==> src/rtl/oott_pkg.sv <==
// Shared constants, status codes and the timer entry type of the timer table.
package oott_pkg;

  localparam int TimerSlots = 16;
  localparam int HandleW    = 8;
  localparam int SlotIdxW   = (TimerSlots > 1) ? $clog2(TimerSlots) : 1;
  localparam int CntW       = $clog2(TimerSlots + 1);

  localparam logic [1:0] StScheduled = 2'd0;
  localparam logic [1:0] StFull      = 2'd1;
  localparam logic [1:0] StFired     = 2'd2;
  localparam logic [1:0] StIdle      = 2'd3;

  localparam logic ModeSchedule = 1'b0;
  localparam logic ModeRun      = 1'b1;

  typedef struct packed {
    logic [31:0]        start_ts;
    logic [31:0]        delay;
    logic [HandleW-1:0] handle;
  } entry_t;

endpackage

==> src/rtl/oott_cell.sv <==
// One timer slot: loads a new entry, takes its upper neighbor's entry, or holds.
module oott_cell import oott_pkg::*; (
  input  logic   clk_i,
  input  logic   shift_i,
  input  logic   wr_i,
  input  entry_t nbr_i,
  input  entry_t wr_data_i,
  output entry_t entry_o
);

  entry_t entry_q;
  entry_t entry_d;

  always_comb begin
    entry_d = entry_q;
    if (wr_i) begin
      entry_d = wr_data_i;
    end else if (shift_i) begin
      entry_d = nbr_i;
    end
  end

  always_ff @(posedge clk_i) begin
    entry_q <= entry_d;
  end

  assign entry_o = entry_q;

endmodule

==> src/rtl/oneshot_timer_table_unit.sv <==
// One-shot timer table: schedule appends at the tail, run fires and removes due timers.
// Schedule: busy stays low; the single result strobes in the cycle after start.
// Run over n live timers: busy until all n are walked; the head cell is checked once per cycle,
// a fired result strobes the cycle after the next due check or the end of the walk.
// Throughput: one schedule per cycle; no new item is taken until a run ends; the receiver cannot stall.
// Reset empties the table (count cleared); slot contents are not cleared.
module oneshot_timer_table_unit import oott_pkg::*; (
  input  logic               clk_i,
  input  logic               rst_ni,
  input  logic               start,
  output logic               busy,
  input  logic               mode_i,
  input  logic [31:0]        now_i,
  input  logic [31:0]        delay_i,
  input  logic [HandleW-1:0] handle_i,
  output logic               done_o,
  output logic [1:0]         status_o,
  output logic [HandleW-1:0] fired_handle_o,
  output logic               last_o
);

  localparam logic SIdle = 1'b0;
  localparam logic SRun  = 1'b1;

  logic               state_q, state_d;
  logic [CntW-1:0]    cnt_q, cnt_d;
  logic [CntW-1:0]    rem_q, rem_d;
  logic [CntW-1:0]    kept_q, kept_d;
  logic [31:0]        now_q, now_d;
  logic               pend_q, pend_d;
  logic [HandleW-1:0] pend_handle_q, pend_handle_d;
  logic               done_q, done_d;
  logic [1:0]         status_q, status_d;
  logic [HandleW-1:0] fhandle_q, fhandle_d;
  logic               last_q, last_d;

  entry_t             cell_entry [TimerSlots];
  entry_t             head;
  entry_t             wr_data;
  logic               shift;
  logic               wr_en;
  logic [SlotIdxW-1:0] wr_idx;
  logic [CntW-1:0]    wr_pos;
  logic [31:0]        elapsed;
  logic               due;
  logic               accept;

  assign head    = cell_entry[0];
  assign elapsed = now_q - head.start_ts;
  assign due     = (elapsed >= head.delay);
  assign accept  = start && !busy;
  assign wr_pos  = rem_q - CntW'(1) + kept_q;

  always_comb begin
    state_d       = state_q;
    cnt_d         = cnt_q;
    rem_d         = rem_q;
    kept_d        = kept_q;
    now_d         = now_q;
    pend_d        = pend_q;
    pend_handle_d = pend_handle_q;
    done_d        = 1'b0;
    status_d      = status_q;
    fhandle_d     = fhandle_q;
    last_d        = last_q;
    shift         = 1'b0;
    wr_en         = 1'b0;
    wr_idx        = cnt_q[SlotIdxW-1:0];
    wr_data       = '{start_ts: now_i, delay: delay_i, handle: handle_i};

    unique case (state_q)
      SIdle: begin
        if (accept) begin
          if (mode_i == ModeSchedule) begin
            done_d    = 1'b1;
            fhandle_d = '0;
            last_d    = 1'b1;
            if (cnt_q == CntW'(TimerSlots)) begin
              status_d = StFull;
            end else begin
              status_d = StScheduled;
              wr_en    = 1'b1;
              cnt_d    = cnt_q + CntW'(1);
            end
          end else begin
            state_d = SRun;
            now_d   = now_i;
            rem_d   = cnt_q;
            kept_d  = '0;
            pend_d  = 1'b0;
          end
        end
      end
      SRun: begin
        if (rem_q != '0) begin
          // pop the head; a survivor goes back right after the earlier survivors
          shift   = 1'b1;
          wr_data = head;
          wr_idx  = wr_pos[SlotIdxW-1:0];
          rem_d   = rem_q - CntW'(1);
          if (due) begin
            if (pend_q) begin
              done_d    = 1'b1;
              status_d  = StFired;
              fhandle_d = pend_handle_q;
              last_d    = 1'b0;
            end
            pend_d        = 1'b1;
            pend_handle_d = head.handle;
          end else begin
            wr_en  = 1'b1;
            kept_d = kept_q + CntW'(1);
          end
        end else begin
          done_d  = 1'b1;
          last_d  = 1'b1;
          cnt_d   = kept_q;
          state_d = SIdle;
          if (pend_q) begin
            status_d  = StFired;
            fhandle_d = pend_handle_q;
          end else begin
            status_d  = StIdle;
            fhandle_d = '0;
          end
        end
      end
      default: begin
        state_d = SIdle;
      end
    endcase
  end

  for (genvar i = 0; i < TimerSlots; i++) begin : g_cell
    entry_t nbr;
    if (i == TimerSlots - 1) begin : g_top
      assign nbr = '0;
    end else begin : g_mid
      assign nbr = cell_entry[i+1];
    end

    oott_cell u_cell (
      .clk_i     (clk_i),
      .shift_i   (shift),
      .wr_i      (wr_en && (wr_idx == SlotIdxW'(i))),
      .nbr_i     (nbr),
      .wr_data_i (wr_data),
      .entry_o   (cell_entry[i])
    );
  end

  always_ff @(posedge clk_i or negedge rst_ni) begin
    if (!rst_ni) begin
      state_q <= SIdle;
      cnt_q   <= '0;
      rem_q   <= '0;
      kept_q  <= '0;
      pend_q  <= 1'b0;
      done_q  <= 1'b0;
    end else begin
      state_q <= state_d;
      cnt_q   <= cnt_d;
      rem_q   <= rem_d;
      kept_q  <= kept_d;
      pend_q  <= pend_d;
      done_q  <= done_d;
    end
  end

  always_ff @(posedge clk_i) begin
    now_q         <= now_d;
    pend_handle_q <= pend_handle_d;
    status_q      <= status_d;
    fhandle_q     <= fhandle_d;
    last_q        <= last_d;
  end

  assign busy           = (state_q == SRun);
  assign done_o         = done_q;
  assign status_o       = status_q;
  assign fired_handle_o = fhandle_q;
  assign last_o         = last_q;

endmodule

==> config.mk <==
export PLATFORM = sky130hd
export DESIGN_NAME = oneshot_timer_table_unit
export DESIGN_NICKNAME = d
export VERILOG_FILES = /design/src/rtl/oott_pkg.sv /design/src/rtl/oott_cell.sv /design/src/rtl/oneshot_timer_table_unit.sv
export SDC_FILE = /design/constraint.sdc
export NUM_CORES = 1
export LEC_CHECK = 0
export ABC_CLOCK_PERIOD_IN_PS = 15090
export BUFFER_PORTS_ARGS = -buffer_cell sky130_fd_sc_hd__buf_2
export CAP_MARGIN = 20
export CORE_MARGIN = 5
export CORE_UTILIZATION = 50
export CTS_BUF_LIST = sky130_fd_sc_hd__clkbuf_8 sky130_fd_sc_hd__clkbuf_16
export CTS_CLUSTER_SIZE = 24
export DETAILED_ROUTE_END_ITERATION = 8
export PLACE_DENSITY_LB_ADDON = 0.08
export REMOVE_ABC_BUFFERS = 1
export SETUP_SLACK_MARGIN = 0.3
export SLEW_MARGIN = 40
export SYNTH_ARGS = -nofsm -noshare
export SYNTH_HDL_FRONTEND = slang
export SYNTH_SLANG_ARGS = --single-unit
==> constraint.sdc <==
create_clock -name clk_i -period 15.09 [get_ports clk_i]
set_clock_uncertainty 0.15 [all_clocks]
set_input_delay 1.509 -clock clk_i [delete_from_list [all_inputs] [get_ports clk_i]]
set_output_delay 1.509 -clock clk_i [all_outputs]
set_load 0.05 [all_outputs]
==> summary.md <==
| Metric | Value |
|---|---|
| FF/Latch Area | `0.0366 mm^2` |
| CTS max path bufs | `3` |
| Area of the multi-input gates | `0.0170 mm^2` |
| Post-Place Cells | `4715` |
| CP max FO | `34` |
| Die Width | `342 um` |
| Vias | `28765` |
| Initial antenna violation count | `1` |
| Total CTS buffers | `134` |
| Clk root buf | `clkbuf_16` |
| Mapped Avg Cell Area | `16.8 um^2` |
| Final Hold Fails | `0` |
| Synth cell types | `69` |
| Layout area overhead | `10.7%` |
| Clk slew on worst S/H paths | `0.06 ns` |
| Final setup violation count | `0` |
| ANT nets after route | `0` |
| Die Y | `342 um` |
| Share of layout cells above drive strength 1 | `0.400` |
| DRC errors left | `0` |
| Fin cells | `4951` |
| I/O Buffers | `88` |
| Total global-route track usage | `0.221` |
| Leading cell type in the layout, fill and taps excluded | `edfxtp_1` |
| Post-CTS Resized | `0` |
| CP Capture Type | `register` |
| CP required | `15.41 ns` |
| Peak Freq | `0.136 GHz` |
| Synth Instances | `3277` |
| Die area | `0.117 mm^2` |
| DRT Wirelength | `130000 um` |
| Largest net degree at the start of global routing | `105` |
| Clk sinks | `1221` |
| Nets | `3524` |
| Number of flops mapped to enable cells by yosys | `1203` |
| Setup CP Type | `register to register` |
| Slew @ Worst Pin | `0.880 ns` |
| Setup TNS Final | `0 ns` |
| Final Critical Period | `7.34 ns` |
| Final worst hold slack | `0.297 ns` |
| Commonest non-fill, non-tap cells in the layout | `edfxtp_1 (1203), mux2_2 (960), clkbuf_16 (137)` |
| Seq/Total Area, Yosys | `0.663` |
| FP Rows | `121` |
| Main synth FF type | `edfxtp_1` |
| Synth Cell Area | `0.0552 mm^2` |
| Hold-fix buffers at CTS | `0` |
| GPL Wtd Cong | `0.842` |
| Filler cell count | `8647` |
| First-pass GRT wire length | `195000 um` |
| Core area | `0.109 mm^2` |
| Routed met2 length | `61700 um` |
| Final-report max-slew violation count | `0` |
| FFs w/ async S/R, synth | `0.0147` |
| Vias in the first global route | `29907` |
| GRT overflow | `0` |
| Max Cap Violations | `0` |
| Wl on met1 | `59400 um` |
| Clk_lat worst skew | `0.73 ns` |
| Crit path DAT | `7.66 ns` |
| H-tree depth | `4` |
| Worst min path class | `register to register` |
| Period Utilization, post-route | `0.486` |
| Status | `finished, final reports clean` |
| Initial drt markers | `2003` |
| DRT Pass-1 Iters | `6` |
| Starting density of the core | `0.505` |
| Drt wl/cell | `26.3 um` |
| CTS tree | `done` |
| Via/cell ratio | `5.81` |
| Max-Slew Margin vs Limit | `0.414` |
| Metal3 WL | `5660 um` |
| Setup bufs post-CTS | `0` |
| DR top layer | `met5` |
| CP startpoint kind | `register` |
| Yosys reg bits | `1221` |
| Synth Warn # | `0` |
| Ports | `89` |
| Hpwl dp | `74000 um` |
| RSZ-0062 raised after global routing | `false` |
[final timing paths]
check | startpoint | end | slack [ns] | depth (start not counted)
worst min-delay path | g_cell[0].u_cell.entry_o[7] | pend_handle_q[7] | 0.30 | 0
worst max register to register | now_q[0] | g_cell[0].u_cell.entry_o[70] | 7.75 | 22
worst min register to register | g_cell[0].u_cell.entry_o[7] | pend_handle_q[7] | 0.30 | 0
worst max-delay path | now_q[0] | g_cell[0].u_cell.entry_o[70] | 7.75 | 22
min in group asynchronous | rst_ni | pend_q | 0.56 | 1
max in group asynchronous | rst_ni | kept_q[4] | 13.93 | 1
[area by class of cell]
cell class	instances	area share
Multi-Input combinational cell	1762	0.279
Clock buffer	140	0.0568
Tap cell	1476	0.0302
Clock inverter	93	0.0112
Sequential cell	1221	0.598
Antenna cell	2	0.0000819
Timing Repair Buffer	178	0.0197
Inverter	79	0.00502
[per-layer routing]
| layer | track usage | up-vias |
|---|---|---|
| met3 | 0.0334 | 217 |
| met1 | 0.312 | 15047 |
| li1 | - | 12795 |
| met2 | 0.360 | 704 |
| met5 | 0 | - |
| met4 | 0.0661 | 2 |
[cells in the mapped netlist, types with 21 or more instances]
library cell | count | share of area
edfxtp_1 | 1203 | 0.65
mux2_2 | 960 | 0.20
nand2_1 | 131 | 0.0089
mux2_1 | 120 | 0.024
buf_6 | 95 | 0.019
clkbuf_1 | 95 | 0.0065
o21ai_0 | 89 | 0.0081
inv_1 | 78 | 0.0053
nor2b_1 | 78 | 0.0088
ha_1 | 70 | 0.016
nor2_1 | 47 | 0.0032
a21o_1 | 42 | 0.0057
a21oi_1 | 38 | 0.0034
xnor2_1 | 21 | 0.0033
[critical path: stages (launching register included)]
cell and delay, ns:
edfxtp_1 0.36, inv_1 0.07, ha_1 0.17, inv_1 0.07
fa_1 0.40, a21o_1 0.17, a21oi_1 0.35, o21ai_0 0.20
nand2_1 0.15, o21ba_2 0.21, nand2b_1 0.15, o21ai_0 0.12
o21ai_0 0.16, a22oi_1 0.09, ha_1 0.31, nand4_1 0.10
or2_2 0.35, o31ai_4 0.60, nand2_1 0.65, a31oi_4 0.69
buf_4 0.50, buf_4 0.58, mux2_2 0.41
[cells by family after synthesis]
kind of cell    Yosys count  share of synthesized area
flops                  1221                      0.663
mux                    1083                      0.221
simple gates            332                     0.0297
buf+inv                 294                     0.0348
compound gates          242                     0.0298
fa+ha+maj                72                     0.0166
xor+xnor                 33                    0.00549
[metrics by stage]
stage | area (um^2) | util | worst slack, ns
4_1_cts | 61100 | 0.559 | 7.82
3_5_place_dp | 56900 | 0.521 | 7.86
5_1_grt | 61100 | 0.559 | 7.39
3_3_place_gp | 56700 | 0.519 | 7.87
2_1_floorplan | 53600 | - | 6.37
6_report | 61100 | 0.559 | 7.75
[state kept, by name, summed over array words and instances (netlist names)]
name	count
pend_q	1
status_o	2
kept_q	5
fired_handle_o	8
now_q	32
cnt_q	5
last_o	1
busy	1
rem_q	5
pend_handle_q	8
done_o	1
g_cell.u_cell.entry_o	1152
Power is not shown: default switching activity piles up to over one toggle a cycle in this logic, so the estimate is an artifact.
